### src/rtl/core/pie_pkg.sv
// Shared constants and types of the particle integration step pipeline.
// No dependencies; pulled in by every module of the block.
package pie_pkg;

    // Default value format, signed Q16.16
    localparam int VALUE_WIDTH_DEF   = 32;
    localparam int FRACTION_BITS_DEF = 16;

    // Factors (dt, 1/m, dt^2/2) are unsigned with a fixed 16-bit fraction
    localparam int FACTOR_W    = 32;
    localparam int FACTOR_FRAC = 16;

    // Configuration register widths and reset values
    localparam int TIME_STEP_W = 16;
    localparam int INV_MASS_W  = 32;
    localparam int BOX_SIDE_W  = 31;
    localparam int BOX_FRAC    = 16;
    localparam int HALF_SQ_W   = 2 * TIME_STEP_W - FACTOR_FRAC - 1;

    localparam logic [TIME_STEP_W-1:0] TIME_STEP_RST = 16'd655;
    localparam logic [INV_MASS_W-1:0]  INV_MASS_RST  = 32'd65536;
    localparam logic [BOX_SIDE_W-1:0]  BOX_SIDE_RST  = 31'd655360;

    // Configuration port
    localparam int CFG_INDEX_W = 2;
    localparam int CFG_DATA_W  = 32;

    localparam logic [CFG_INDEX_W-1:0] REG_TIME_STEP = 2'd0;
    localparam logic [CFG_INDEX_W-1:0] REG_INV_MASS  = 2'd1;
    localparam logic [CFG_INDEX_W-1:0] REG_BOX_SIDE  = 2'd2;

    // Commands; the two remaining codes both mean half-step with force shift
    localparam int CMD_W = 2;
    localparam logic [CMD_W-1:0] CMD_EULER  = 2'd0;
    localparam logic [CMD_W-1:0] CMD_VERLET = 2'd1;

    // Pipeline shape: two multiply units in series plus three add stages
    localparam int MUL_DEPTH  = 4;
    localparam int PIPE_DEPTH = 2 * MUL_DEPTH + 3;

    // Per-unit control: stage load enables and the dt/2 shift select
    typedef struct packed {
        logic [MUL_DEPTH-1:0] en;
        logic                 half;
    } pie_mul_ctl_t;

    // Pipeline flow status: stage valid bits and stage load enables
    typedef struct packed {
        logic [PIPE_DEPTH:1] valid;
        logic [PIPE_DEPTH:1] en;
    } pie_flow_t;

endpackage

### src/rtl/core/pie_flow.sv
// Valid bits and stage load enables of the integration pipeline; a stage loads
// whenever m_ready is high or it or any stage after it holds a bubble. Depends on pie_pkg.
module pie_flow (
    input  logic                aclk,
    input  logic                aresetn,
    input  logic                s_valid,
    input  logic                m_ready,
    output logic                s_ready,
    output pie_pkg::pie_flow_t  flow
);

    import pie_pkg::*;

    localparam logic [PIPE_DEPTH:1] ONES = '1;

    logic [PIPE_DEPTH:1] valid_reg, valid_next;
    logic [PIPE_DEPTH:1] ready;
    logic [PIPE_DEPTH:1] upstream;

    // A stage may load if the sink takes a request or a bubble sits at or after it
    always_comb begin
        for (int k = 1; k <= PIPE_DEPTH; k++) begin
            ready[k] = m_ready || (|(~valid_reg & (ONES << (k - 1))));
        end
    end

    assign upstream   = {valid_reg[PIPE_DEPTH-1:1], s_valid};
    assign valid_next = (ready & upstream) | (~ready & valid_reg);

    always_ff @(posedge aclk) begin
        if (!aresetn) begin
            valid_reg <= '0;
        end else begin
            valid_reg <= valid_next;
        end
    end

    assign s_ready    = ready[1];
    assign flow.valid = valid_reg;
    assign flow.en    = ready;

endmodule

### config.mk
export PLATFORM = sky130hd
export DESIGN_NAME = pie_flow
export DESIGN_NICKNAME = d
export VERILOG_FILES = /design/src/rtl/core/pie_pkg.sv /design/src/rtl/core/pie_flow.sv
export SDC_FILE = /design/constraint.sdc
export NUM_CORES = 1
export LEC_CHECK = 0
export BUFFER_PORTS_ARGS = -buffer_cell sky130_fd_sc_hd__buf_4
export CAP_MARGIN = 10
export CORE_MARGIN = 2
export CORE_UTILIZATION = 30
export CTS_CLUSTER_SIZE = 14
export DETAILED_ROUTE_END_ITERATION = 8
export GPL_TIMING_DRIVEN = 0
export PLACE_DENSITY_LB_ADDON = 0.12
export SETUP_SLACK_MARGIN = 0.1
export SYNTH_ARGS = -nofsm -noshare
export SYNTH_HDL_FRONTEND = slang
export SYNTH_SLANG_ARGS = --single-unit
### constraint.sdc
create_clock -name aclk -period 1.89 [get_ports aclk]
set_input_delay 0.189 -clock aclk [delete_from_list [all_inputs] [get_ports aclk]]
set_output_delay 0.189 -clock aclk [all_outputs]
set_load 0.02 [all_outputs]
==> out/results.ini <==
[outcome]
status = complete, no violations

[synth]
ys_warn_count = 0
ys_seq_elements = 11
syn-cell-area_um2 = 465.4
ys_types = 20
avgSynthCellArea_um2 = 9.126
yosysTopAreaCell = dfxtp_1
ys_seq_area_frac = 0.4731
synth_top_area_share = 0.4731
syn_nets = 55
ys_top_cells_by_area = dfxtp_1, nand2_1, o21a_1
postSynthCellCount = 51

[cts]
cts_tree = yes
clk_pin_slew_ps = 70
clockBufferDepth = 2
cts_buffers = 3
ctsHtreeMaxLevel = 1
root_buffer = clkbuf_4
cts_sinks = 11
clk_latency_ps = 270

[grt]
grt_max_degree = 11
grt_pass1_wl_mm = 1.690
antenna_found_initial = 0
grt_util_all_layers = 0.1278
grt_overflow = 0
first_global_vias = 384

[cells_and_area]
nFillCells = 159
finish.utilization = 0.4940
syn_to_final_growth_pct = 56.18
mostFrequentLayoutCells = buf_4, nand2_1, inv_1, dfxtp_2, dfxtp_1
diodes = 0
drive_above_1_share = 0.5488
final_common_cell = buf_4
finalNetCount = 87
fin_area_um2 = 726.9

[placed_design]
place.gp.congestion = 0.7309
portBuffers = 26
placed_cell_area_um2 = 680.7
hpwl_um = 797.5

[sta]
relSlewSlack = 0.7300
slew_violations = 0
setup_viol = 0
rsz0062_at_grt = no
post-route-period-util = 0.9026
fmax_ghz = 0.5862
hold_viol = 0
worst_pin_slew_ps = 404.9
fin_crit_ps = 1706
finClkSkew_ps = 4.545
fin_setup_tns_ps = 0

[worst_setup_path]
cp_slowest_cell = dfxtp_4
path_delay_family = simple AND/OR/NAND/NOR gates
crit_required_ps = 1700
arrival_ps = 1520
r2r_cells = 4
crit_cells = 5
slowest_delay_ps = 380
worstPathMaxFanout = 6
crit_type = flip-flop to output pin
r2r_slack_ps = 730
crit_chain = and4_4 > and4_4 > nand3_1 > buf_4 > buf_4
worst_setup_path_end_kind = output pin
cp-endpoint = flow[0]
critPathBufInv = 2
crit_path_start_kind = flip-flop

[route]
vias = 453
vias_per_cell = 4.622
first_pass_iters = 2
wire_per_inst_um = 11.17
drt_iter0_markers = 3
drcViolationCount = 0
totalWireLength_mm = 1.095
drt.antenna.violating_nets = 0

[hold_path]
hp-class = input port to flip-flop

[die]
die_area_mm2 = 0.001883
die_y_um = 43.39
start_util = 0.3163
num_rows = 14
core_mm2 = 0.001471
num_io_pins = 27
die_width_um = 43.39

[job]
cap_violations = 0

[power_and_ir_drop]
ir_drop_uv = 375.9
powerDensity_mw_per_mm2 = 586.7
p_leak_nw = 0.3044

-- metrics by stage --
| step | hold slack, ps | power [mW] | setup WS, ps | std cells |
|---|---|---|---|---|
| 3_5_place_dp | 392.0 | 0.2693 | 377.1 | 93 |
| 3_3_place_gp | 394.9 | 0.2692 | 390.8 | 93 |
| 2_1_floorplan | 301.6 | 0.2557 | 244.2 | 51 |
| 5_1_grt | 119.0 | 0.4492 | 117.7 | 98 |
| 4_1_cts | 109.0 | 0.4328 | 124.1 | 97 |
| 6_report | 114.0 | 0.4265 | 184.0 | 98 |
-- synthesized netlist by cell type --
cell,n
o21ai_2,3
and4_4,1
and3b_1,1
nand4_1,1
dfxtp_1,11
nand3_1,3
nand2_1,8
inv_1,5
nor2b_1,2
a21oi_1,2
nand2b_1,1
and4b_1,1
o21a_1,4
and3_4,1
clkbuf_1,1
buf_4,1
a21boi_0,2
and2_1,1
inv_4,1
and4_2,1
-- layer usage --
layer  global-route usage  share of wire  up-vias
li1                     -              -      235
met1               0.1671           0.49      201
met2               0.1701           0.43       15
met3              0.03750          0.063        2
met4               0.1091          0.014        0
met5                    0              0        -
-- worst register-to-register path, stage by stage (launching register included) --
cell and delay [ps]:
dfxtp_2 330, and3b_2 240, buf_4 150, and3_4 190, o21a_1 160
-- layout make-up --
| cell class | instances | area (µm²) | share of cell area |
|---|---|---|---|
| timing repair buffer | 27 | 202.7 | 0.2788 |
| tap | 16 | 20.02 | 0.02754 |
| buffer | 2 | 11.26 | 0.01549 |
| multi-input combinational | 32 | 211.5 | 0.2909 |
| sequential | 11 | 230.2 | 0.3167 |
| inverter | 6 | 25.02 | 0.03442 |
| clock buffer | 4 | 26.28 | 0.03614 |
-- power breakdown --
part           total, mW  switching [mW]  internal [mW]
registers          0.237         0.00369          0.234
logic             0.0249          0.0123         0.0126
clock network      0.164          0.0827         0.0817
-- repair_timing --
item                                    CTS  global route
gates resized for setup                   2             7
hold buffers                              0             0
pin swaps                                 0             1
endpoints found under the setup margin    1             1
hold endpoints to repair                  0             0
setup buffers                             0             1
-- cell families after synthesis --
group | Yosys count | synth area share
simple gates | 21 | 0.2742
flops | 11 | 0.4731
compound gates | 11 | 0.1747
buf+inv | 8 | 0.07797
-- worst min path at each step --
| stage | startpoint | endpoint | slack, ps | cells after the start |
|---|---|---|---|---|
| finish | s_valid | flip-flop | 110 | 3 |
| global route | s_valid | flip-flop | 120 | 3 |
| CTS | s_valid | flip-flop | 110 | 3 |
| detailed placement | s_valid | flip-flop | 390 | 3 |
| global placement | s_valid | flip-flop | 390 | 3 |
| floorplan | s_valid | flip-flop | 300 | 2 |
(Power assumes the default switching activity.)
