`src/rtl/core/pie_pkg.sv`:
```
// Shared constants and types of the particle integration step pipeline.
// No dependencies; pulled in by every module of the block.
package pie_pkg;

    // Default value format, signed Q16.16
    localparam int VALUE_WIDTH_DEF   = 32;
    localparam int FRACTION_BITS_DEF = 16;

    // Factors (dt, 1/m, dt^2/2) are unsigned with a fixed 16-bit fraction
    localparam int FACTOR_W    = 32;
    localparam int FACTOR_FRAC = 16;

    // Configuration register widths and reset values
    localparam int TIME_STEP_W = 16;
    localparam int INV_MASS_W  = 32;
    localparam int BOX_SIDE_W  = 31;
    localparam int BOX_FRAC    = 16;
    localparam int HALF_SQ_W   = 2 * TIME_STEP_W - FACTOR_FRAC - 1;

    localparam logic [TIME_STEP_W-1:0] TIME_STEP_RST = 16'd655;
    localparam logic [INV_MASS_W-1:0]  INV_MASS_RST  = 32'd65536;
    localparam logic [BOX_SIDE_W-1:0]  BOX_SIDE_RST  = 31'd655360;

    // Configuration port
    localparam int CFG_INDEX_W = 2;
    localparam int CFG_DATA_W  = 32;

    localparam logic [CFG_INDEX_W-1:0] REG_TIME_STEP = 2'd0;
    localparam logic [CFG_INDEX_W-1:0] REG_INV_MASS  = 2'd1;
    localparam logic [CFG_INDEX_W-1:0] REG_BOX_SIDE  = 2'd2;

    // Commands; the two remaining codes both mean half-step with force shift
    localparam int CMD_W = 2;
    localparam logic [CMD_W-1:0] CMD_EULER  = 2'd0;
    localparam logic [CMD_W-1:0] CMD_VERLET = 2'd1;

    // Pipeline shape: two multiply units in series plus three add stages
    localparam int MUL_DEPTH  = 4;
    localparam int PIPE_DEPTH = 2 * MUL_DEPTH + 3;

    // Per-unit control: stage load enables and the dt/2 shift select
    typedef struct packed {
        logic [MUL_DEPTH-1:0] en;
        logic                 half;
    } pie_mul_ctl_t;

    // Pipeline flow status: stage valid bits and stage load enables
    typedef struct packed {
        logic [PIPE_DEPTH:1] valid;
        logic [PIPE_DEPTH:1] en;
    } pie_flow_t;

endpackage

```
`src/rtl/core/pie_mul.sv`:
```
// Four-stage signed value times unsigned Q.16 factor, truncating toward zero
// and saturating. Depends on pie_pkg (widths, control struct).
module pie_mul #(
    parameter int VALUE_WIDTH = pie_pkg::VALUE_WIDTH_DEF
) (
    input  logic                              aclk,
    input  pie_pkg::pie_mul_ctl_t             ctl,
    input  logic signed [VALUE_WIDTH-1:0]     value,
    input  logic [pie_pkg::FACTOR_W-1:0]      factor,
    output logic signed [VALUE_WIDTH-1:0]     product
);

    import pie_pkg::*;

    localparam int LO_W      = (VALUE_WIDTH > FACTOR_W) ? FACTOR_W : VALUE_WIDTH;
    localparam int LO_PROD_W = LO_W + FACTOR_W;
    localparam int PROD_W    = VALUE_WIDTH + FACTOR_W;

    localparam logic [VALUE_WIDTH-1:0] MAG_MAX = {1'b0, {(VALUE_WIDTH-1){1'b1}}};
    localparam logic [VALUE_WIDTH-1:0] MAG_MIN = {1'b1, {(VALUE_WIDTH-1){1'b0}}};

    logic                     neg1_reg, neg2_reg, neg3_reg;
    logic                     half1_reg, half2_reg;
    logic [VALUE_WIDTH-1:0]   mag1_reg, mag3_reg, mag3_next;
    logic [LO_PROD_W-1:0]     lo2_reg;
    logic [PROD_W-1:0]        prod_sum;
    logic [PROD_W-1:0]        shifted;
    logic signed [VALUE_WIDTH-1:0] product_reg;

    // Stage 1: sign and magnitude (most negative value maps to 2^(W-1))
    always_ff @(posedge aclk) begin
        if (ctl.en[0]) begin
            neg1_reg  <= value[VALUE_WIDTH-1];
            mag1_reg  <= value[VALUE_WIDTH-1] ? -value : value;
            half1_reg <= ctl.half;
        end
    end

    // Stage 2: partial products, one factor-wide slice each
    always_ff @(posedge aclk) begin
        if (ctl.en[1]) begin
            lo2_reg   <= LO_PROD_W'(mag1_reg[LO_W-1:0]) * LO_PROD_W'(factor);
            neg2_reg  <= neg1_reg;
            half2_reg <= half1_reg;
        end
    end

    generate
        if (VALUE_WIDTH > FACTOR_W) begin : g_split
            logic [VALUE_WIDTH-1:0] hi2_reg;
            always_ff @(posedge aclk) begin
                if (ctl.en[1]) begin
                    hi2_reg <= VALUE_WIDTH'(mag1_reg[VALUE_WIDTH-1:FACTOR_W])
                               * VALUE_WIDTH'(factor);
                end
            end
            assign prod_sum = {hi2_reg, {FACTOR_W{1'b0}}} + PROD_W'(lo2_reg);
        end else begin : g_single
            assign prod_sum = PROD_W'(lo2_reg);
        end
    endgenerate

    // Stage 3: combine, drop the fraction, clamp the magnitude
    always_comb begin
        shifted = half2_reg ? (prod_sum >> (FACTOR_FRAC + 1)) : (prod_sum >> FACTOR_FRAC);
        if (|shifted[PROD_W-1:VALUE_WIDTH-1]) begin
            mag3_next = neg2_reg ? MAG_MIN : MAG_MAX;
        end else begin
            mag3_next = shifted[VALUE_WIDTH-1:0];
        end
    end

    always_ff @(posedge aclk) begin
        if (ctl.en[2]) begin
            mag3_reg <= mag3_next;
            neg3_reg <= neg2_reg;
        end
    end

    // Stage 4: restore the sign
    always_ff @(posedge aclk) begin
        if (ctl.en[3]) begin
            product_reg <= neg3_reg ? -$signed(mag3_reg) : $signed(mag3_reg);
        end
    end

    assign product = product_reg;

endmodule

```
`config.mk`:
```
export PLATFORM = sky130hd
export DESIGN_NAME = pie_mul
export DESIGN_NICKNAME = d
export VERILOG_FILES = /design/src/rtl/core/pie_pkg.sv /design/src/rtl/core/pie_mul.sv
export SDC_FILE = /design/constraint.sdc
export NUM_CORES = 2
export LEC_CHECK = 0
export ABC_AREA = 0
export BUFFER_PORTS_ARGS = -buffer_cell sky130_fd_sc_hd__buf_2
export CAP_MARGIN = 0
export CORE_ASPECT_RATIO = 0.75
export CORE_MARGIN = 2
export CORE_UTILIZATION = 40
export CTS_BUF_LIST = sky130_fd_sc_hd__clkbuf_16
export DETAILED_ROUTE_END_ITERATION = 8
export MAX_ROUTING_LAYER = met4
export SYNTH_ARGS = -nofsm -noshare
export SYNTH_HDL_FRONTEND = slang
export SYNTH_SLANG_ARGS = --single-unit
export TNS_END_PERCENT = 100
```
`constraint.sdc`:
```
create_clock -name aclk -period 9.5 [get_ports aclk]
set_input_delay 0.475 -clock aclk [delete_from_list [all_inputs] [get_ports aclk]]
set_output_delay 0.475 -clock aclk [all_outputs]
set_load 0.02 [all_outputs]
```
==> impl_metrics.toml <==
[floorplanning]
ioPinCount = 102
core_um2 = 97360
num_rows = 99
die_x_um = 366.1
start_util_pct = 40.40
dieArea_um2 = 100900
die_h_um = 275.6

[clock_network]
cts_resized = 0
cts-htree-levels = 4
cts-buffers-inserted = 17
clk_path_buf_depth = 2
cts_tree = "done"
clk_latency_ns = 0.48
cts_root_buffer = "clkbuf_16"
clk_pin_slew_worst_paths_ns = 0.07
cts_sinks = 149

[sta]
slew_headroom_pct = 20.00
rsz0062_at_grt = "no"
hold_viol = 0
finalCritPeriodShare_pct = 95.37
skew_ns = 0.01454
period_minus_slack_ns = 9.061
final-max-slew-violation-count = 0
setup-tns-final_ns = 0
setup_violations = 0
tightest_slew_ns = 1.200
fmax_mhz = 110.4

[cells_and_area]
final_layout_size_suffix_gt1_share_pct = 5.975
syn_to_final_growth_pct = 6.486
layout.nets = 5264
layout_common_cells = "inv_1, fa_1, and2_1"
fillCellCount = 9525
largest_reg_flops = 48
final_common_cell = "inv_1"

[status]
outcome = "completed"

[yosys]
netlist_area_um2 = 39340
ys_ff_latch = 149
synth_nets = 5282
synth_cell_types = 60
ys_async_sr_fraction_pct = 0
seq_area_frac_synth_pct = 11.37
ys.flop_type = "edfxtp_1"
yosysTopAreaCellShare_pct = 45.55
ys_warn_count = 0
synth_cells = 4055
synth-edff-count = 149
yosys-top-cells-area = "fa_1, edfxtp_1, and2_1"
avgSynthCellArea_um2 = 9.701
synth_top_area_cell = "fa_1"

[global_routing]
grt_max_degree = 51
grt.total_usage_pct = 24.27
gr-max-usage-layer = "met1"
use_met3_pct = 11.00
antenna_found_initial = 2
met2_usage_pct = 30.78
grt_pass1_wl_um = 177800
grt-ovfl-total = 0
gr-usage-met1_pct = 35.20
grt_pass1_vias = 28891

[route]
dr_total_vias = 27496
ant_nets = 0
drt_iter0_drc = 2255
drt_pass1_iterations = 5
wire_per_inst_um = 21.37
drt_wl_total_um = 114600
routed_via_density = 5.125
drc = 0

[flow_run]
maxCapViolCount = 0

[placed_design]
hpwl_um = 92190
portBuffers = 101
gp_congestion = 0.9761

[setup_path]
worstPathRequired_ns = 9.72
endpoint_kind = "flop"
cp.arrival_ns = 9.28
crit_type = "reg -> reg"
cp_max_fo = 16
worst_setup_path_start_kind = "flop"

[hold_path]
hold_class = "in -> reg"
==> cells by family after synthesis <==
family / Yosys count / synth area share [%]
AO/OA/AOI/OAI: 259 / 4.529
XOR/XNOR: 109 / 2.427
flip-flops: 149 / 11.37
multiplexers: 31 / 0.7888
AND/OR/NAND/NOR: 1216 / 16.17
adder cells (fa/ha/maj): 1157 / 53.88
buffers and inverters: 1134 / 10.82
==> synthesized netlist by cell type, types with 4 or more instances <==
cell type  number
nor3_1         12
and3_1          5
edfxtp_1      149
a41oi_1        34
inv_1         907
a21o_1         26
o41ai_1         8
a311oi_1        4
mux2i_1        31
a21oi_1        63
xor2_1         17
clkbuf_1      224
o21bai_1       19
ha_1          262
o211ai_1        6
or4_4           5
o21ai_0        45
nor4_1          5
and2_1        602
nor2b_1         4
o31ai_1        15
or3_1           8
or4_1          14
nand2b_1        5
nand3_1        16
nor2_1         31
xnor2_1        92
fa_1          895
a211oi_1        4
nand4_1        12
nand2_1       487
==> final cells by class <==
class | count | area, um2 | area share (%)
clock inverter | 15 | 118.9 | 0.2838
multi-input combinational | 2772 | 30620 | 73.11
inverter | 907 | 3405 | 8.128
timing repair buffer | 190 | 1194 | 2.850
sequential | 149 | 4474 | 10.68
tap | 1313 | 1643 | 3.922
antenna | 2 | 5.005 | 0.01195
clock buffer | 17 | 425.4 | 1.016
==> critical path, stage by stage (launching register included) <==
cell,delay [ns]
edfxtp_1,1.02
buf_4,0.31
nand2_1,0.09
fa_1,0.52
inv_1,0.05
fa_1,0.48
fa_1,0.64
fa_1,0.46
fa_1,0.51
fa_1,0.43
fa_1,0.49
inv_1,0.05
fa_1,0.51
inv_1,0.05
ha_1,0.34
and3_1,0.24
nand2_1,0.10
or3_1,0.41
a311oi_1,0.33
nor3_1,0.13
buf_4,0.16
a2111oi_0,0.76
a211o_1,0.27
a21boi_1,0.10
o21ba_2,0.21
xnor2_1,0.11
==> repair_timing <==
action | in CTS | in global routing
hold buffers | 0 | 0
endpoints found under the setup margin | 0 | 4
setup buffers | 0 | 1
==> path summary, 6_finish.rpt <==
kind / startpoint / end / slack [ns] / cells after the start
setup / recovery: mag1_reg[9]$_DFFE_PP_ / lo2_reg[63]$_DFFE_PP_ / 0.44 / 25
setup reg to reg: mag1_reg[9]$_DFFE_PP_ / lo2_reg[63]$_DFFE_PP_ / 0.44 / 25
hold reg to reg: neg2_reg$_DFFE_PP_ / neg3_reg$_DFFE_PP_ / 0.47 / 0
hold / removal: ctl[0] / half1_reg$_DFFE_PP_ / 0.21 / 1
==> metal layers <==
metal	wire length [um]	vias up
met4	1530	0
met2	43050	1336
met5	0	-
li1	-	12040
met1	53490	14004
met3	16550	116
==> stage by stage <==
stage | util (%) | instances | hold WS [ns] | instance area [um2] | worst slack, ns
floorplan | - | 4055 | 0.4003 | 39340 | 1.931
global placement | 42.44 | 5330 | 0.4574 | 41320 | 0.5720
detailed placement | 42.44 | 5330 | 0.4485 | 41320 | 0.3810
CTS | 43.00 | 5362 | 0.1784 | 41870 | 0.3507
global route | 43.02 | 5364 | 0.1800 | 41890 | 0.008054
finish | 43.02 | 5365 | 0.2064 | 41890 | 0.4394
Power is not shown: default switching activity piles up to over one toggle a cycle in this logic, so the estimate is an artifact.
