$ cat src/rtl/core/pie_pkg.sv
// Shared constants and types of the particle integration step pipeline.
// No dependencies; pulled in by every module of the block.
package pie_pkg;

    // Default value format, signed Q16.16
    localparam int VALUE_WIDTH_DEF   = 32;
    localparam int FRACTION_BITS_DEF = 16;

    // Factors (dt, 1/m, dt^2/2) are unsigned with a fixed 16-bit fraction
    localparam int FACTOR_W    = 32;
    localparam int FACTOR_FRAC = 16;

    // Configuration register widths and reset values
    localparam int TIME_STEP_W = 16;
    localparam int INV_MASS_W  = 32;
    localparam int BOX_SIDE_W  = 31;
    localparam int BOX_FRAC    = 16;
    localparam int HALF_SQ_W   = 2 * TIME_STEP_W - FACTOR_FRAC - 1;

    localparam logic [TIME_STEP_W-1:0] TIME_STEP_RST = 16'd655;
    localparam logic [INV_MASS_W-1:0]  INV_MASS_RST  = 32'd65536;
    localparam logic [BOX_SIDE_W-1:0]  BOX_SIDE_RST  = 31'd655360;

    // Configuration port
    localparam int CFG_INDEX_W = 2;
    localparam int CFG_DATA_W  = 32;

    localparam logic [CFG_INDEX_W-1:0] REG_TIME_STEP = 2'd0;
    localparam logic [CFG_INDEX_W-1:0] REG_INV_MASS  = 2'd1;
    localparam logic [CFG_INDEX_W-1:0] REG_BOX_SIDE  = 2'd2;

    // Commands; the two remaining codes both mean half-step with force shift
    localparam int CMD_W = 2;
    localparam logic [CMD_W-1:0] CMD_EULER  = 2'd0;
    localparam logic [CMD_W-1:0] CMD_VERLET = 2'd1;

    // Pipeline shape: two multiply units in series plus three add stages
    localparam int MUL_DEPTH  = 4;
    localparam int PIPE_DEPTH = 2 * MUL_DEPTH + 3;

    // Per-unit control: stage load enables and the dt/2 shift select
    typedef struct packed {
        logic [MUL_DEPTH-1:0] en;
        logic                 half;
    } pie_mul_ctl_t;

    // Pipeline flow status: stage valid bits and stage load enables
    typedef struct packed {
        logic [PIPE_DEPTH:1] valid;
        logic [PIPE_DEPTH:1] en;
    } pie_flow_t;

endpackage

$ cat src/rtl/core/pie_sat_add.sv
// Saturating signed adder, combinational.
// Depends on pie_pkg for the default value width.
module pie_sat_add #(
    parameter int VALUE_WIDTH = pie_pkg::VALUE_WIDTH_DEF
) (
    input  logic signed [VALUE_WIDTH-1:0] a,
    input  logic signed [VALUE_WIDTH-1:0] b,
    output logic signed [VALUE_WIDTH-1:0] sum
);

    localparam logic [VALUE_WIDTH-1:0] VAL_MAX = {1'b0, {(VALUE_WIDTH-1){1'b1}}};
    localparam logic [VALUE_WIDTH-1:0] VAL_MIN = {1'b1, {(VALUE_WIDTH-1){1'b0}}};

    logic [VALUE_WIDTH:0] wide;

    // One guard bit; overflow when the two top bits disagree
    assign wide = {a[VALUE_WIDTH-1], a} + {b[VALUE_WIDTH-1], b};

    always_comb begin
        if (wide[VALUE_WIDTH] != wide[VALUE_WIDTH-1]) begin
            sum = wide[VALUE_WIDTH] ? VAL_MIN : VAL_MAX;
        end else begin
            sum = wide[VALUE_WIDTH-1:0];
        end
    end

endmodule

$ cat config.mk
export PLATFORM = sky130hd
export DESIGN_NAME = pie_sat_add
export DESIGN_NICKNAME = d
export VERILOG_FILES = /design/src/rtl/core/pie_pkg.sv /design/src/rtl/core/pie_sat_add.sv
export SDC_FILE = /design/constraint.sdc
export NUM_CORES = 1
export LEC_CHECK = 0
export BUFFER_PORTS_ARGS = -buffer_cell sky130_fd_sc_hd__buf_2
export CAP_MARGIN = 20
export CELL_PAD_IN_SITES_DETAIL_PLACEMENT = 2
export CELL_PAD_IN_SITES_GLOBAL_PLACEMENT = 2
export CORE_UTILIZATION = 28
export DETAILED_ROUTE_END_ITERATION = 7
export PLACE_DENSITY = 0.9
export SETUP_SLACK_MARGIN = 0.5
export SLEW_MARGIN = 20
export SYNTH_ARGS = -nofsm -noshare
export SYNTH_HDL_FRONTEND = slang
export SYNTH_SLANG_ARGS = --single-unit
$ cat constraint.sdc
create_clock -name vclk -period 5.4
set_input_delay 0.27 -clock vclk [all_inputs]
set_output_delay 0.27 -clock vclk [all_outputs]
set_load 0.02 [all_outputs]
==> metrics.log, run 1 <==
INFO  metric tightest_slew = 0.669 ns
INFO  metric detailroute.wirelength.met2 = 4090 um
INFO  metric postCtsHoldBufs = 0
INFO  metric synth_area = 0.00219 mm2
INFO  metric slowest_stage = xor2_1
INFO  metric grt_antenna_before_repair = 0
INFO  metric final.setup.tns = 0 ns
INFO  metric number_of_hold_violations_in_the_final_report = 0
INFO  metric gr-usage-all-layers = 0.202
INFO  metric routed-wl-met3 = 281 um
INFO  metric share_of_cells_above_drive_strength_1 = 0.312
INFO  metric detail_route.vias_per_cell = 5.55
INFO  metric seq_cells = 0
INFO  metric setup.worst_path.end_class = output pin
INFO  metric slew_headroom = 0.553
INFO  metric seq_area_frac_synth = 0
INFO  metric run_status = finished, final reports clean
INFO  metric yosys_warnings = 0
INFO  metric insertedDiodeCount = 0
INFO  metric criticalPathCategory = input pin to output pin
INFO  metric gpl.final_weighted_congestion = 0.808
INFO  metric floorplan.die_area = 0.00818 mm2
INFO  metric grt_max_degree = 29
INFO  metric highest-signal-layer = met4
INFO  metric cp.required = 5.13 ns
INFO  metric routedWlPerCell = 17.1 um
INFO  metric areaGrowthSynthToFinish = 24.3%
INFO  metric fin_hold_ws = 1.06 ns
INFO  metric power_density = 201 mW/mm2
INFO  metric arrival = 3.17 ns
INFO  metric static-leakage-power = 1.25 nW
INFO  metric setup-violations-final = 0
INFO  metric postRouteWirelength = 8330 um
INFO  metric drt_pass1_iterations = 4
INFO  metric antenna_violating_nets_post_route = 0
INFO  metric drt_iter0_markers = 91
INFO  metric timing.max_cap.violations = 0
INFO  metric fraction_of_the_cycle_the_final_worst_path_needs = 0.636
INFO  metric sequential_cell_area = 0 um2
INFO  metric vdd_ir_drop_max = 0.0703 mV
INFO  metric critPathMaxFanout = 6
INFO  metric dp.final_hpwl = 7180 um
INFO  metric chipHeight = 90.5 um
INFO  metric postSynthAreaPerCell = 7.18 um2
INFO  metric i_o_pins = 96
INFO  metric start_util = 0.296
INFO  metric gr-total-overflow = 0
INFO  metric hold_class = input pin to output pin
INFO  metric synthesis.instances = 305
INFO  metric post-route-min-period = 3.44 ns
INFO  metric max_freq = 0.291 GHz
INFO  metric global_route_wire_length_before_repair = 14100 um
INFO  metric core_box_area = 0.00741 mm2
INFO  metric clock_buffers = 0
INFO  metric setup.worst_path.start_class = input pin
INFO  metric worstPathCellList = buf_2 -> ha_1 -> inv_1 -> fa_1 -> nand2b_1 -> a211oi_1 -> o21ai_0 -> a31o_1 -> nand2_1 -> a21oi_1 -> xor2_1 -> o21ai_0 -> buf_2
INFO  metric unrepaired_setup_endpoints_after_global_routing = false
INFO  metric postCtsSetupBuffers = 0
INFO  metric synth_fp_nets = 402
INFO  metric die_width = 90.5 um
INFO  metric drc_errors = 0
INFO  metric final-max-slew-violation-count = 0
INFO  metric post_cts.resized_instances = 0
INFO  metric row_count = 31
INFO  metric slowest_delay = 0.52 ns
INFO  metric grt_pass1_vias = 2855
INFO  metric port_buffers = 96
INFO  metric yosysUniqueCellTypes = 58
INFO  metric routed-via-count = 2702
INFO  metric layout_nets = 487
INFO  metric drt-met1-wl = 3920 um
==> cells in the mapped netlist (3+ instances only) <==
| cell | instances | share of area |
|---|---|---|
| a21oi_1 | 40 | 0.091 |
| ha_1 | 32 | 0.18 |
| nand2_1 | 29 | 0.050 |
| o21ai_0 | 21 | 0.048 |
| xor2_1 | 16 | 0.064 |
| nor2_1 | 14 | 0.024 |
| inv_1 | 12 | 0.021 |
| xnor2_1 | 11 | 0.044 |
| a21oi_2 | 10 | 0.040 |
| a21o_1 | 9 | 0.031 |
| nand3_1 | 9 | 0.021 |
| nand4_1 | 7 | 0.020 |
| clkbuf_1 | 6 | 0.010 |
| o21ai_1 | 6 | 0.014 |
| a31oi_1 | 5 | 0.014 |
| nand2b_1 | 5 | 0.014 |
| a211oi_1 | 4 | 0.014 |
| and3_1 | 4 | 0.011 |
| nor3_1 | 4 | 0.0091 |
| o211ai_1 | 4 | 0.014 |
| o21a_1 | 4 | 0.014 |
| o21bai_1 | 4 | 0.014 |
| buf_2 | 3 | 0.0069 |
| buf_4 | 3 | 0.010 |
| maj3_1 | 3 | 0.014 |
| nor2b_1 | 3 | 0.0086 |
| o31ai_1 | 3 | 0.010 |
==> power breakdown <==
part | total (mW) | leakage, nW | internal, mW | switching [mW]
Combinational | 0.548 | 1.25 | 0.197 | 0.351
Sequential | 0 | 0 | 0 | 0
Clock | 0 | 0 | 0 | 0
==> layout by cell type, fill, tap and decap left out, types with 4 or more instances in the layout <==
master | netlist | layout
nand2_1 | 29 | 29
nand4_1 | 7 | 7
a21oi_2 | 10 | 10
and3_1 | 4 | 4
o21ai_0 | 21 | 21
nor3_1 | 4 | 4
a21oi_1 | 40 | 40
a211oi_1 | 4 | 4
xnor2_1 | 11 | 11
nand2b_1 | 5 | 5
nand3_1 | 9 | 9
o21a_1 | 4 | 4
nor2_1 | 14 | 14
a21o_1 | 9 | 9
o211ai_1 | 4 | 4
o21ai_1 | 6 | 6
o21bai_1 | 4 | 4
inv_1 | 12 | 12
ha_1 | 32 | 32
xor2_1 | 16 | 16
a31oi_1 | 5 | 5
buf_2 | 3 | 96
==> critical path, delay by kind of cell <==
family | cells | cell delay (ns)
AOI/OAI and AO/OA | 5 | 1.16
adders and majority gates | 2 | 0.58
and+or+nand+nor | 2 | 0.28
buffers and inverters | 3 | 0.35
xor gates and xnor gates | 1 | 0.52
==> metrics by stage <==
stage | instance area [um2] | setup WS [ns] | cells | utilization | total power [mW]
after detailed placement | 2720 | 1.96 | 487 | 0.368 | 0.548
final | 2720 | 1.96 | 487 | 0.368 | 0.548
after CTS | 2720 | 1.93 | 487 | 0.368 | 0.551
after floorplan | 2190 | 2.46 | 305 | - | 0.384
after global placement | 2720 | 2.11 | 487 | 0.368 | 0.531
after global routing | 2720 | 1.70 | 487 | 0.368 | 0.594
==> layout make-up <==
class | count | area, um2
fill | 923 | 4680
multi-input combinational | 280 | 2070
timing repair buffer | 96 | 480
tap | 99 | 124
inverter | 12 | 45.0
==> worst paths after layout <==
| kind | slack [ns] | startpoint | cells after the start | endpoint |
|---|---|---|---|---|
| setup / recovery | 1.96 | a[0] | 13 | sum[30] |
| hold / removal | 1.06 | b[0] | 5 | sum[0] |
==> layer usage <==
metal,vias to the layer above,track usage
met5,-,0
li1,1320,-
met4,0,0.0148
met3,6,0.0101
met2,73,0.382
met1,1303,0.262
==> logic make-up (layout without fill, tap and decap cells) <==
group,count (synthesis),after routing,synth area share
AO/OA/AOI/OAI,134,134,0.435
XOR/XNOR,28,28,0.121
adder cells (fa/ha/maj),36,36,0.206
buffers and inverters,25,108,0.0531
multiplexers,1,1,0.00457
AND/OR/NAND/NOR,81,81,0.181
(Power assumes the default switching activity.)
==> run 2: changes to the inputs <==
ABC_AREA = 1   (was unset)
CORE_UTILIZATION = 24   (was 28)
PLACE_DENSITY = 0.85   (was 0.9)
clock period = 3.4 ns   (was 5.4 ns; I/O delays follow)
==> run 2 against run 1 <==
Non-clock buffer count unchanged. Total power up 61%. Synthesized cell count up 61%. Critical path type unchanged. Wire length up 35%. Largest cell class unchanged. Worst hold slack worse by 0.27 ns. Final cell count up 47%. Critical path depth up 2. Clock-buffer cell count unchanged. Final area up 15%. Combinational power up 61%.
==> metrics.log, run 2 <==
INFO  metric cp.required = 3.23 ns
INFO  metric layout_setup_ws = 0.756 ns
INFO  metric chipHeight = 105 um
INFO  metric hold_class = input pin to output pin
INFO  metric grt_max_degree = 32
INFO  metric core_box_area = 0.0103 mm2
INFO  metric slew_headroom = 0.718
INFO  metric grt_antenna_before_repair = 0
INFO  metric number_of_hold_violations_in_the_final_report = 0
INFO  metric total_switching_power = 0.592 mW
INFO  metric power_density = 283 mW/mm2
INFO  metric postCtsHoldBufs = 0
INFO  metric worstPathCellList = buf_2 -> ha_1 -> nand2_1 -> nand2_1 -> nand2_1 -> nand2_1 -> nand2_1 -> nand2_1 -> a21oi_1 -> nand2_1 -> nand2_2 -> nand2_4 -> nand2_4 -> nand2_1 -> buf_2
INFO  metric synth_fp_nets = 588
INFO  metric cp_num_buf_inv = 2
INFO  metric placedCellCount = 718
INFO  metric synth_top_cells_by_area = nand2_1 33%, ha_1 16%, inv_1 9.7%
INFO  metric grt_pass1_vias = 3842
INFO  metric port_buffers = 96
INFO  metric insertedDiodeCount = 0
INFO  metric finish.cell_count_without_fillers = 718
INFO  metric seqPwrFrac = 0
INFO  metric slowest_stage = ha_1
INFO  metric post-route-min-period = 2.64 ns
INFO  metric postRouteWirelength = 11300 um
INFO  metric yosysUniqueCellTypes = 22
INFO  metric path_delay_family = simple AND/OR/NAND/NOR gates
INFO  metric arrival = 2.47 ns
INFO  metric routedWlPerCell = 15.7 um
INFO  metric sequential_cell_area = 0 um2
INFO  metric routed-via-count = 3410
INFO  metric seq_area_frac_synth = 0
INFO  metric place_worst_setup_slack = 0.588 ns
INFO  metric layout.core_utilization = 0.304
INFO  metric synthesis.instances = 491
INFO  metric setup-violations-final = 0
INFO  metric layout_nets = 681
INFO  metric synth_mux_area_frac = 0
INFO  metric row_count = 37
INFO  metric final-max-slew-violation-count = 0
INFO  metric detail_route.vias_per_cell = 4.75
INFO  metric slowest_delay = 0.39 ns
INFO  metric total_cell_area_at_the_placement_stage = 0.00312 mm2
INFO  metric unrepaired_setup_endpoints_after_global_routing = false
INFO  metric run_status = finished, final reports clean
INFO  metric drt_iter0_markers = 66
INFO  metric gpl.final_weighted_congestion = 0.891
INFO  metric i_o_pins = 96
INFO  metric main_combinational_cell_family_by_area_after_synthesis = simple AND/OR/NAND/NOR gates
INFO  metric postCtsSetupBuffers = 0
INFO  metric setup.worst_path.end_class = output pin
INFO  metric global_route_wire_length_before_repair = 18400 um
INFO  metric gr-usage-all-layers = 0.204
INFO  metric proportion_of_netlist_area_held_by_the_largest_area_contributor = 0.327
INFO  metric clock_buffers = 0
INFO  metric mostFrequentLayoutCell = nand2_1
INFO  metric critPathMaxFanout = 31
INFO  metric yosysMostFrequentCell = nand2_1
INFO  metric post_synth_xor_area_fraction = 0.0658
INFO  metric criticalPathCategory = input pin to output pin
INFO  metric drt_pass1_iterations = 4
INFO  metric antenna_violating_nets_post_route = 0
INFO  metric start_util = 0.246
INFO  metric dp.final_hpwl = 10300 um
INFO  metric yosys-top-cells-count = 220 x nand2_1, 65 x inv_1, 49 x nor2_1
INFO  metric final_cell_mix = 220 x nand2_1, 96 x buf_2, 65 x inv_1
INFO  metric fraction_of_the_cycle_the_final_worst_path_needs = 0.778
INFO  metric static-leakage-power = 1.97 nW
INFO  metric vdd_ir_drop_max = 0.104 mV
INFO  metric areaGrowthSynthToFinish = 23.8%
INFO  metric seq_cells = 0
INFO  metric compound_cell_area_share_of_the_yosys_netlist = 0.137
INFO  metric p_int = 0.292 mW
INFO  metric fraction_of_the_mapped_netlist_area_in_simple_logic_gates = 0.511
INFO  metric max_freq = 0.378 GHz
INFO  metric synth_area = 0.00253 mm2
INFO  metric yosys_warnings = 0
INFO  metric die_width = 105 um
INFO  metric sw_frac_of_total = 0.670
INFO  metric setup.worst_path.start_class = input pin
INFO  metric p_clk_frac = 0
INFO  metric floorplan.die_area = 0.0109 mm2
INFO  metric final_area = 0.00313 mm2
INFO  metric drc_errors = 0
INFO  metric gr-total-overflow = 0
INFO  metric timing.critical_path.mode_cell = nand2_1
INFO  metric share_of_cells_above_drive_strength_1 = 0.208
INFO  metric synth-adder-area-share = 0.166
INFO  metric postSynthAreaPerCell = 5.15 um2
INFO  metric pwr-share-comb = 1.000
INFO  metric timing.max_cap.violations = 0
INFO  metric final.setup.tns = 0 ns
INFO  metric tightest_slew = 0.423 ns
INFO  metric synth_top_area_cell = nand2_1
-- run 2: cell types whose count changed after synthesis, sizes merged, moves of 6 or more --
cell    before  now
nor2        15   50
xnor2       12    4
nand3        9   16
nand3b       0    8
nand2       30  231
o21ai       28   16
clkbuf       6    0
a21o         9    0
inv         12   66
a21oi       51   35
nand4        7    0
-- run 2: per-layer routing --
| metal | track usage | wire, um | up-vias | share of wire |
|---|---|---|---|---|
| met5 | 0 | 0 | - | 0 |
| met4 | 0.0241 | 127 | 0 | 0.011 |
| met3 | 0.00624 | 225 | 10 | 0.020 |
| met2 | 0.404 | 5940 | 52 | 0.53 |
| met1 | 0.248 | 4990 | 1635 | 0.44 |
| li1 | - | - | 1713 | - |
-- run 2: what timing repair did --
| action | CTS | global route |
|---|---|---|
| setup endpoints to repair | 0 | 21 |
| hold endpoints to repair | 0 | 0 |
| gates resized for setup | 0 | 1 |
-- run 2: area by class of cell --
class | instances | area [um2]
Fill cell | 1397 | 7150
Inverter | 66 | 248
Multi-Input combinational cell | 420 | 2230
Tap cell | 136 | 170
Timing Repair Buffer | 96 | 480
-- run 2: kinds of logic after synthesis --
kind of cell | after synthesis
compound gates | 58
fa+ha+maj | 33
buf+inv | 71
simple gates | 310
xor+xnor | 19
-- run 2: through the flow --
step	hold slack [ns]	power [mW]
floorplan	0.628	0.609
global placement	0.793	0.856
detailed placement	0.789	0.889
CTS	0.791	0.895
global route	0.855	0.975
finish	0.791	0.885
-- run 2: worst paths after layout --
kind              startpoint  endpoint  depth (start not counted)
setup / recovery       a[24]   sum[16]                         15
hold / removal          b[0]    sum[0]                          5
-- run 2: tightest hold or removal path, cell delays in order --
cell and delay [ns]:
buf_2 0.08, ha_1 0.11, nand2_1 0.05, nand2_1 0.06, buf_2 0.15
-- run 2: power groups by stage --
stage	clock, mW	sequential (mW)	combinational, mW
6_report	0	0	0.885
4_1_cts	0	0	0.895
2_1_floorplan	0	0	0.609
3_3_place_gp	0	0	0.856
3_5_place_dp	0	0	0.889
5_1_grt	0	0	0.975
